`src/fpr_pkg.sv`:
```
// Shared types and constants of the FIFO page replacement unit.
`default_nettype none
package fpr_pkg;

  localparam int FRAME_SLOTS_DEF = 16;
  localparam int PAGE_W          = 16;
  localparam int COUNT_W         = 32;
  localparam int CFG_W           = 5;
  localparam int APB_DATA_W      = 32;
  localparam int APB_ADDR_W      = 3;
  localparam int IN_TDATA_W      = 16;
  localparam int OUT_TDATA_W     = 56;

  localparam logic [CFG_W-1:0]      NUM_FRAMES_RST = 5'd16;
  localparam logic [APB_ADDR_W-1:0] ADDR_NUM_FRAMES = 3'd0;
  localparam logic [COUNT_W-1:0]    COUNT_MAX = {COUNT_W{1'b1}};

  typedef enum logic [0:0] {
    S_IDLE  = 1'b0,
    S_APPLY = 1'b1
  } fpr_state_t;

  // Commands from the controller to the datapath.
  typedef struct packed {
    logic capture;
    logic apply;
  } fpr_cmd_t;

  // Status from the datapath to the controller.
  typedef struct packed {
    logic out_valid;
  } fpr_status_t;

endpackage
`default_nettype wire

```
`src/fpr_ctrl.sv`:
```
// Controller state machine of the FIFO page replacement unit.
`default_nettype none
module fpr_ctrl (
  input  wire logic             clk,
  input  wire logic             rst,
  input  wire logic             in_valid,
  input  wire logic             out_ready,
  input  wire fpr_pkg::fpr_status_t status,
  output logic                  in_ready,
  output fpr_pkg::fpr_cmd_t     cmd
);
  import fpr_pkg::*;

  fpr_state_t state;
  fpr_state_t state_next;
  logic       take_ok;

  // The captured reference is applied once the result register is free or being emptied.
  assign take_ok = !status.out_valid || out_ready;

  always_ff @(posedge clk) begin
    if (rst) begin
      state <= S_IDLE;
    end else begin
      state <= state_next;
    end
  end

  always_comb begin
    state_next = state;
    unique case (state)
      S_IDLE: begin
        if (in_valid) begin
          state_next = S_APPLY;
        end
      end
      S_APPLY: begin
        if (take_ok) begin
          state_next = S_IDLE;
        end
      end
      default: begin
        state_next = S_IDLE;
      end
    endcase
  end

  always_comb begin
    in_ready    = 1'b0;
    cmd.capture = 1'b0;
    cmd.apply   = 1'b0;
    unique case (state)
      S_IDLE: begin
        in_ready    = 1'b1;
        cmd.capture = in_valid;
      end
      S_APPLY: begin
        cmd.apply = take_ok;
      end
      default: begin
        in_ready = 1'b0;
      end
    endcase
  end

endmodule
`default_nettype wire

```
`src/fpr_datapath.sv`:
```
// Datapath: resident page store, lookup, eviction and fault counting.
`default_nettype none
module fpr_datapath #(
  parameter int FRAME_SLOTS = fpr_pkg::FRAME_SLOTS_DEF
) (
  input  wire logic                          clk,
  input  wire logic                          rst,
  input  wire fpr_pkg::fpr_cmd_t             cmd,
  input  wire logic [fpr_pkg::CFG_W-1:0]     num_frames,
  input  wire logic [fpr_pkg::PAGE_W-1:0]    page_in,
  input  wire logic                          out_ready,
  output fpr_pkg::fpr_status_t               status,
  output logic                               out_valid,
  output logic                               hit,
  output logic [fpr_pkg::COUNT_W-1:0]        fault_total,
  output logic                               evicted_valid,
  output logic [fpr_pkg::PAGE_W-1:0]         evicted_page
);
  import fpr_pkg::*;

  localparam int SLOT_W = (FRAME_SLOTS > 1) ? $clog2(FRAME_SLOTS) : 1;
  localparam int OCC_W  = $clog2(FRAME_SLOTS + 1);
  localparam int CMP_W  = ((OCC_W > CFG_W) ? OCC_W : CFG_W) + 1;
  localparam int SUM_W  = OCC_W + 1;
  localparam logic [CMP_W-1:0] SLOTS_C = CMP_W'(FRAME_SLOTS);
  localparam logic [SUM_W-1:0] SLOTS_S = SUM_W'(FRAME_SLOTS);
  localparam logic [SLOT_W-1:0] LAST_SLOT = SLOT_W'(FRAME_SLOTS - 1);

  logic [PAGE_W-1:0]  frame_pages [FRAME_SLOTS];
  logic [FRAME_SLOTS-1:0] frame_valid;
  logic [SLOT_W-1:0]  oldest_slot;
  logic [OCC_W-1:0]   occupancy;
  logic [COUNT_W-1:0] fault_count;
  logic [PAGE_W-1:0]  page;

  logic [FRAME_SLOTS-1:0] match;
  logic               is_hit;
  logic [CMP_W-1:0]   nf_ext;
  logic [CMP_W-1:0]   eff_frames;
  logic               do_evict;
  logic [SUM_W-1:0]   tail_sum;
  logic [SLOT_W-1:0]  tail_slot;
  logic [SLOT_W-1:0]  oldest_inc;
  logic [COUNT_W-1:0] fault_count_next;

  // Every valid frame is compared against the reference at once.
  always_comb begin
    for (int i = 0; i < FRAME_SLOTS; i++) begin
      match[i] = frame_valid[i] && (frame_pages[i] == page);
    end
  end
  assign is_hit = |match;

  always_comb begin
    nf_ext = CMP_W'(num_frames);
    if (nf_ext == '0) begin
      eff_frames = CMP_W'(1);
    end else if (nf_ext > SLOTS_C) begin
      eff_frames = SLOTS_C;
    end else begin
      eff_frames = nf_ext;
    end
  end

  assign do_evict = (CMP_W'(occupancy) >= eff_frames) && (occupancy != '0);

  // The new page lands at oldest plus occupancy, with or without an eviction.
  always_comb begin
    tail_sum = SUM_W'(oldest_slot) + SUM_W'(occupancy);
    if (tail_sum >= SLOTS_S) begin
      tail_sum = tail_sum - SLOTS_S;
    end
    tail_slot = tail_sum[SLOT_W-1:0];
  end

  assign oldest_inc = (oldest_slot == LAST_SLOT) ? '0 : oldest_slot + SLOT_W'(1);
  assign fault_count_next = (fault_count == COUNT_MAX) ? fault_count
                                                       : fault_count + COUNT_W'(1);

  always_ff @(posedge clk) begin
    if (cmd.capture) begin
      page <= page_in;
    end
    if (cmd.apply) begin
      hit <= is_hit;
      if (is_hit) begin
        fault_total   <= fault_count;
        evicted_valid <= 1'b0;
        evicted_page  <= '0;
      end else begin
        fault_total   <= fault_count_next;
        evicted_valid <= do_evict;
        evicted_page  <= do_evict ? frame_pages[oldest_slot] : '0;
        frame_pages[tail_slot] <= page;
      end
    end
  end

  always_ff @(posedge clk) begin
    if (rst) begin
      frame_valid <= '0;
      oldest_slot <= '0;
      occupancy   <= '0;
      fault_count <= '0;
      out_valid   <= 1'b0;
    end else begin
      if (cmd.apply) begin
        out_valid <= 1'b1;
      end else if (out_ready) begin
        out_valid <= 1'b0;
      end
      if (cmd.apply && !is_hit) begin
        fault_count <= fault_count_next;
        if (do_evict) begin
          // Occupancy is unchanged: one page leaves and one arrives.
          frame_valid[oldest_slot] <= 1'b0;
          oldest_slot <= oldest_inc;
        end else begin
          occupancy <= occupancy + OCC_W'(1);
        end
        frame_valid[tail_slot] <= 1'b1;
      end
    end
  end

  assign status.out_valid = out_valid;

endmodule
`default_nettype wire

```
`src/fifo_page_replacement_unit.sv`:
```
// Top level of the FIFO page replacement unit: stream ports and register port.
//
//  Channel   Direction  Contents
//  s_axis    in         one page reference per transaction
//  m_axis    out        one result per reference: hit, fault count, eviction
//  apb       in/out     num_frames register at byte address 0
//
// Each reference is first captured, then goes through the parallel lookup and
// the store update, which also loads the result register.
// A reference is captured while a result waits; it then holds in the capture
// register until the result register is empty or being emptied in that cycle.
// Reset clears the frame valid bits, pointers, fault count and sets num_frames
// to 16; a stalled result holds its register until it is taken.
`default_nettype none
module fifo_page_replacement_unit #(
  parameter int FRAME_SLOTS = fpr_pkg::FRAME_SLOTS_DEF
) (
  input  wire logic                              clk,
  input  wire logic                              rst,
  input  wire logic                              s_axis_tvalid,
  output logic                                   s_axis_tready,
  // [15:0] page_id
  input  wire logic [fpr_pkg::IN_TDATA_W-1:0]    s_axis_tdata,
  output logic                                   m_axis_tvalid,
  input  wire logic                              m_axis_tready,
  // [0] hit, [32:1] fault_total, [33] evicted_valid, [49:34] evicted_page,
  // [55:50] zero
  output logic [fpr_pkg::OUT_TDATA_W-1:0]        m_axis_tdata,
  input  wire logic                              psel,
  input  wire logic                              penable,
  input  wire logic                              pwrite,
  input  wire logic [fpr_pkg::APB_ADDR_W-1:0]    paddr,
  input  wire logic [fpr_pkg::APB_DATA_W-1:0]    pwdata,
  output logic [fpr_pkg::APB_DATA_W-1:0]         prdata,
  output logic                                   pready
);
  import fpr_pkg::*;

  logic [CFG_W-1:0]   num_frames;
  fpr_cmd_t           cmd;
  fpr_status_t        status;
  logic               hit;
  logic [COUNT_W-1:0] fault_total;
  logic               evicted_valid;
  logic [PAGE_W-1:0]  evicted_page;
  logic               cfg_write;

  assign pready    = 1'b1;
  assign cfg_write = psel && penable && pwrite && pready;

  always_ff @(posedge clk) begin
    if (rst) begin
      num_frames <= NUM_FRAMES_RST;
    end else if (cfg_write && (paddr == ADDR_NUM_FRAMES)) begin
      num_frames <= pwdata[CFG_W-1:0];
    end
  end

  assign prdata = (paddr == ADDR_NUM_FRAMES) ? APB_DATA_W'(num_frames) : '0;

  fpr_ctrl u_ctrl (
    .clk       (clk),
    .rst       (rst),
    .in_valid  (s_axis_tvalid),
    .out_ready (m_axis_tready),
    .status    (status),
    .in_ready  (s_axis_tready),
    .cmd       (cmd)
  );

  fpr_datapath #(
    .FRAME_SLOTS (FRAME_SLOTS)
  ) u_datapath (
    .clk           (clk),
    .rst           (rst),
    .cmd           (cmd),
    .num_frames    (num_frames),
    .page_in       (s_axis_tdata[PAGE_W-1:0]),
    .out_ready     (m_axis_tready),
    .status        (status),
    .out_valid     (m_axis_tvalid),
    .hit           (hit),
    .fault_total   (fault_total),
    .evicted_valid (evicted_valid),
    .evicted_page  (evicted_page)
  );

  assign m_axis_tdata = {6'b0, evicted_page, evicted_valid, fault_total, hit};

endmodule
`default_nettype wire

```
`config.mk`:
```
export PLATFORM = sky130hd
export DESIGN_NAME = fifo_page_replacement_unit
export DESIGN_NICKNAME = d
export VERILOG_FILES = /design/src/fpr_pkg.sv /design/src/fpr_ctrl.sv /design/src/fpr_datapath.sv /design/src/fifo_page_replacement_unit.sv
export SDC_FILE = /design/constraint.sdc
export NUM_CORES = 1
export LEC_CHECK = 0
export ABC_AREA = 1
export BUFFER_PORTS_ARGS = -buffer_cell sky130_fd_sc_hd__buf_2
export CORE_ASPECT_RATIO = 1.75
export CORE_MARGIN = 2
export CORE_UTILIZATION = 25
export CTS_BUF_LIST = sky130_fd_sc_hd__clkbuf_4 sky130_fd_sc_hd__clkbuf_8 sky130_fd_sc_hd__clkbuf_16
export CTS_CLUSTER_SIZE = 30
export DETAILED_ROUTE_END_ITERATION = 8
export GPL_TIMING_DRIVEN = 0
export SYNTH_ARGS = -nofsm -noshare
export SYNTH_HDL_FRONTEND = slang
export SYNTH_SLANG_ARGS = --single-unit
```
`constraint.sdc`:
```
create_clock -name clk -period 3.9 [get_ports clk]
set_input_delay 0.39 -clock clk [delete_from_list [all_inputs] [get_ports clk]]
set_output_delay 0.39 -clock clk [all_outputs]
set_load 0.02 [all_outputs]
```
Yosys cells after proc, flatten, opt, wreduce, memory -nomap -nowiden
Memory sizes are Yosys's and may differ from the RTL's. A register that Yosys moved wholly into a read port is not among the register bits.
Cells that the tools add are included.
- flip-flop bits (word level): 114
- bits in writable memories: 256
- memories: 1
- bits of input ports: 58
- memory list (name ; depth ; bits a word ; rd ports ; clocked after memory_dff ; write ports ; RTL line ; text):
    u_datapath.frame_pages ; 16 ; 16 ; 17 ; 1 ; 1 ; fpr_datapath.sv:29 ; logic [PAGE_W-1:0] frame_pages [FRAME_SLOTS];
- reductions and logical operators: 34
- mux-type cells: 25
- equal/unequal tests: 18
- add/subtract/negate cells: 5
- bitwise logic cells: 5
- magnitude comparators: 7
- operators with widths (operator ; number):
    == test 16 bit ; 16
    2-to-1 mux 32 bit ; 2
    2-to-1 mux 16 bit ; 3
    adder 32 x 1 -> 32 bit (second input constant) ; 1
    == test 32 bit (second input constant) ; 1
    logical AND 1 bit ; 23
    OR reduction 17 bit ; 1
    bitwise AND 16 bit ; 1
    inverter 16 bit ; 1
    OR 16 bit ; 1
    OR reduction 16 bit ; 1
    2-to-1 mux 1 bit ; 12
    < comparator 4 x 5 -> 1 bit (second input constant) ; 2
    2-to-1 mux 5 bit ; 2
    demux 1 bit (select 4 bit) ; 2
    greater-or-equal comparator 4 x 1 -> 1 bit (second input constant) ; 2
    2-to-1 mux 4 bit ; 2
    adder 4 x 5 -> 6 bit ; 1
    greater-or-equal comparator 5 x 6 -> 1 bit ; 1
    greater-or-equal comparator 6 x 5 -> 1 bit (second input constant) ; 1
    2-to-1 mux 6 bit ; 1
    adder 5 x 1 -> 5 bit (second input constant) ; 1
    > comparator 5 bit (second input constant) ; 1
    zero test 5 bit ; 1
    11 further kinds ; 14

Longest topological paths before layout
- depth in word-level cells: 10
- gate-level depth with buffers: 18

Hierarchy
From an unflattened synthesis, not the netlist that was laid out.
- cell total of the unflattened synthesis: 2945
- area, all modules: 22933.2 µm²
- modules (own cells, without submodules) (module ; cells an instance ; instances ; area each (µm²)):
    fpr_datapath ; 2851 ; 1 ; 22288.9
    fifo_page_replacement_unit ; 86 ; 1 ; 589.3
    fpr_ctrl ; 8 ; 1 ; 55.1

Worst setup path after synthesis
No wires, ideal clock.
- path kind: in2reg
- start: in m_axis_tready
- end: reg u_datapath.frame_valid[15]
- stages on the path: 9
- data required time: 3.788 ns
- setup time: 0.112 ns
- path slack: 1.029 ns
- arrival time: 2.758 ns
- path through: inv_1 -> nand2_1 -> nand2_1 -> inv_1 -> buf_2 -> clkbuf_1 -> nand4_1 -> nand2_1 -> nor2_1
- RTL lines (element ; RTL line ; text):
    start, declared ; fifo_page_replacement_unit.sv:25 ; input wire logic m_axis_tready,
    end signal, assigned ; fpr_datapath.sv:101 ; frame_valid <= '0;
    end signal, assigned by index ; fpr_datapath.sv:116 ; frame_valid[oldest_slot] <= 1'b0;
    end signal, assigned by index ; fpr_datapath.sv:121 ; frame_valid[tail_slot] <= 1'b1;
    end, declared ; fpr_datapath.sv:30 ; logic [FRAME_SLOTS-1:0] frame_valid;

==> out/summary.md <==
## Yosys
- **async set-or-reset flop fraction in the synthesized netlist** 0
- **portion of the post-synthesis area used by sequential elements** 0.5285
- **combined area of all synthesized cells** 20720 um2
- **Syn Inst Count** 2483
- **Warnings, synthesis** 0
- **portion of synthesized cell area occupied by the leading cell type** 0.4666
- **most area-hungry cell type in the Yosys netlist** sky130_fd_sc_hd__edfxtp_1
- **Primary FF master, synth** sky130_fd_sc_hd__edfxtp_1
- **cell types occupying the most area after synthesis** sky130_fd_sc_hd__edfxtp_1, sky130_fd_sc_hd__nand2_1, sky130_fd_sc_hd__o21ai_0
- **number of enable-type register cells in the synthesized netlist** 322
- **flop and latch count out of synthesis** 386
- **distinct cell type count after synthesis** 41
- **mean cell area of the mapped netlist** 8.345 um2

## Min path
- **end of the worst hold path** u_ctrl.state
- **Hold Startpoint** rst
- **worst hold path type** input pin to register
- **Hold Path Depth** 2

## Run status
- **result of the run** finished with violations
- **failing checks** design-rule violations, negative setup slack

## Setup path
- **Critical Path Source Type** register
- **required time of the critical path** 4270 ps
- **reg-to-reg endpoint** u_datapath.evicted_page[10]
- **kind of end point of the critical path** register
- **launch instance of the worst register-to-register path** u_datapath.oldest_slot[0]
- **depth of the worst register-to-register path** 7
- **Crit Path Category** register to register
- **critical path data arrival time** 4300 ps
- **largest fanout on the critical path** 10
- **r2r setup slk** -40 ps

## Power and ir drop
- **Switching Share** 0.2724
- **clock group share of total power** 0.424
- **power per cell area** 401.0 nW/um2
- **highest ir drop seen on vdd** 0.3866 mV
- **logic gate share of total power** 0.111
- **leakage power figure** 9.971 nW
- **internal power** 7.288 mW
- **total design power** 10.02 mW
- **proportion of power drawn by flip-flops and latches** 0.466
- **net switching power of the design** 2.728 mW

## Timing
- **final critical-path required period** 3938 ps
- **worst max-slew margin expressed relative to the limit** 0.1296
- **number of slew-limit violations in the final report** 0
- **final worst hold slack** 21.33 ps
- **RSZ-0062 raised after global routing** false
- **transition time of the tightest slew-check pin** 1306 ps
- **total count of hold-check failures in the final report** 0
- **final-report setup violation count** 1
- **max frequency** 0.2540 GHz
- **post-route fraction of the period consumed by the critical path** 1.010
- **smallest setup slack after layout** -37.73 ps
- **worst clock skew on the final layout** 42.87 ps

## Placement
- **cell area reported after detailed placement** 22690 um2
- **Final Wtd Congestion** 1.008
- **HPWL after detailed placement** 77.67 mm
- **Port Buffer Count** 87

## Global route
- **initial antenna violation count** 4
- **GRT Total Usage** 0.2487
- **gr ovfl total** 0
- **number of global-route vias before repair** 18.78k
- **largest net degree at the start of global routing** 59
- **global-route wire length before repair** 146.3 mm

## Run
- **number of max-cap violations** 0

## Floorplanning
- **x dimension of the die** 221.6 um
- **Die Area** 85290 um2
- **area of the core** 82090 um2
- **chip height** 384.9 um
- **ports placed on the boundary** 149
- **Std-Cell Rows** 139
- **initial standard-cell utilization of the core** 0.2524

## CTS
- **later-pin clock latency in the skew report** 620 ps
- **Clock transition at path regs** 70 ps
- **clock tree from TritonCTS** built
- **number of clock sinks seen by CTS** 386
- **Clock Root Buffer** sky130_fd_sc_hd__clkbuf_16
- **total CTS buffers** 40
- **total number of H-tree levels** 2
- **Clock Tree Buf Depth** 3

## Layout
- **Register Area** 10950 um2
- **Layout Area Growth over Synthesis** 20.55%
- **fin util** 0.3043
- **layout cell share with drive strength beyond 1** 0.1307
- **area of all placed cells without fillers** 24980 um2
- **area of combinational cells with multiple inputs** 8060 um2
- **Post-layout nets** 2792
- **Filler Cell Count** 8877

## Detailed routing
- **drt wl/cell** 28.21 um
- **drt first-iter violations** 1783
- **total via count after detailed routing** 19.04k
- **antenna-violating nets left** 0
- **count of unresolved DRC violations after routing** 22
- **via-per-instance ratio** 5.001
- **router iterations before antenna repair** 9
- **wire length after detailed routing** 107.4 mm

-- layout make-up --
type / count / area share
sequential: 386 / 0.4384
antenna: 3 / 0.0003005
clock buffer: 45 / 0.04298
tap: 1057 / 0.05294
clock inverter: 26 / 0.01217
buffer: 151 / 0.03541
multi-input combinational: 1718 / 0.3227
timing repair buffer: 161 / 0.05369
inverter: 260 / 0.04147
-- kinds of logic after synthesis --
family / share of synthesized area
compound gates: 0.1258
xor+xnor: 0.03466
fa+ha+maj: 0.01002
buf+inv: 0.08925
flops: 0.5285
other cells: 0.0003624
simple gates: 0.2115
-- timing repair --
action	in CTS	in global routing
setup buffers	49	5
setup endpoints to repair	340	259
pin swaps	0	1
hold buffers	17	0
gates cloned	0	0
gates resized for setup	16	7
endpoints found under the hold margin	17	0
-- cell usage in the layout, fill, tap and decap left out, types with 17 or more instances in the layout --
| master | netlist | final |
|---|---|---|
| sky130_fd_sc_hd__buf_2 | 26 | 110 |
| sky130_fd_sc_hd__dlygate4sd3_1 | 0 | 17 |
| sky130_fd_sc_hd__nand3_1 | 66 | 64 |
| sky130_fd_sc_hd__dfxtp_1 | 64 | 64 |
| sky130_fd_sc_hd__o21ai_1 | 31 | 31 |
| sky130_fd_sc_hd__edfxtp_1 | 322 | 322 |
| sky130_fd_sc_hd__buf_4 | 57 | 87 |
| sky130_fd_sc_hd__conb_1 | 2 | 34 |
| sky130_fd_sc_hd__nand4_1 | 31 | 31 |
| sky130_fd_sc_hd__clkbuf_1 | 58 | 57 |
| sky130_fd_sc_hd__buf_12 | 0 | 18 |
| sky130_fd_sc_hd__clkbuf_16 | 0 | 42 |
| sky130_fd_sc_hd__nor2_1 | 272 | 270 |
| sky130_fd_sc_hd__clkinvlp_4 | 0 | 18 |
| sky130_fd_sc_hd__a21oi_1 | 136 | 135 |
| sky130_fd_sc_hd__inv_1 | 243 | 227 |
| sky130_fd_sc_hd__nor3_1 | 33 | 33 |
| sky130_fd_sc_hd__nand2_1 | 667 | 667 |
| sky130_fd_sc_hd__xor2_1 | 79 | 79 |
| sky130_fd_sc_hd__o21ai_0 | 281 | 281 |
-- Yosys cell counts, types with 31 or more instances --
master	n
sky130_fd_sc_hd__o21ai_1	31
sky130_fd_sc_hd__buf_4	57
sky130_fd_sc_hd__nand2_1	667
sky130_fd_sc_hd__edfxtp_1	322
sky130_fd_sc_hd__xor2_1	79
sky130_fd_sc_hd__o21ai_0	281
sky130_fd_sc_hd__nand4_1	31
sky130_fd_sc_hd__clkbuf_1	58
sky130_fd_sc_hd__nor3_1	33
sky130_fd_sc_hd__a21oi_1	136
sky130_fd_sc_hd__nand3_1	66
sky130_fd_sc_hd__dfxtp_1	64
sky130_fd_sc_hd__nor2_1	272
sky130_fd_sc_hd__inv_1	243
-- power by group through the flow --
stage          logic (mW)  registers [mW]  clock network (mW)
6_report             1.11            4.67                4.24
5_1_grt              1.17            4.67                4.39
4_1_cts              1.08            4.67                4.27
3_5_place_dp        0.918            4.83                   0
3_3_place_gp        0.898            4.84                   0
2_1_floorplan       0.509            4.79                   0
-- through the flow --
stage                     std cells  setup TNS [ps]  setup slack (ps)
final                          3807          -37.73            -37.73
after global placement         3659         -409980             -1482
after detailed placement       3662         -230980             -1052
after CTS                      3799               0             37.74
after floorplan                2515               0              1029
after global routing           3805               0             21.93
-- metal layers --
layer  up-vias  track usage  wire [um]
met5         -            0          0
met2      1022       0.4588      54690
met3       388      0.03658       6072
li1       8611            -          -
met4         0       0.2275      11570
met1      9018       0.2383      35050
-- registers in the layout, summed over array words and instances (netlist names) --
| signal | cells |
|---|---|
| u_datapath.fault_count | 32 |
| u_datapath.oldest_slot | 4 |
| u_datapath.frame_pages | 256 |
| u_datapath.evicted_valid | 1 |
| u_datapath.evicted_page | 16 |
| u_datapath.occupancy | 5 |
| u_datapath.page | 16 |
| u_datapath.fault_total | 32 |
| u_datapath.out_valid | 1 |
| u_ctrl.state | 1 |
| u_datapath.hit | 1 |
| u_datapath.frame_valid | 16 |
| num_frames | 5 |
-- worst max path at each step --
stage / from / endpoint / slack (ps) / cells past startpoint
after floorplan: m_axis_tready / u_datapath.frame_valid[15] / 1030 / 9
after global placement: u_datapath.page[8] / u_datapath.frame_pages[11][8] / -1480 / 14
after detailed placement: u_datapath.page[9] / u_datapath.frame_pages[11][8] / -1050 / 12
after CTS: u_datapath.page[8] / u_datapath.frame_pages[15][9] / 40 / 15
after global routing: u_datapath.oldest_slot[0] / u_datapath.evicted_page[10] / 20 / 7
final: u_datapath.oldest_slot[0] / u_datapath.evicted_page[10] / -40 / 7
-- critical path, cell delays in order (launching register included) --
cell and delay, ps:
sky130_fd_sc_hd__dfxtp_1 430, sky130_fd_sc_hd__inv_1 160, sky130_fd_sc_hd__clkbuf_1 390, sky130_fd_sc_hd__clkbuf_1 860, sky130_fd_sc_hd__o21ai_0 510, sky130_fd_sc_hd__a21oi_1 740, sky130_fd_sc_hd__a211oi_1 150, sky130_fd_sc_hd__a21oi_2 430
No activity file was read; power rests on OpenSTA's default activity.
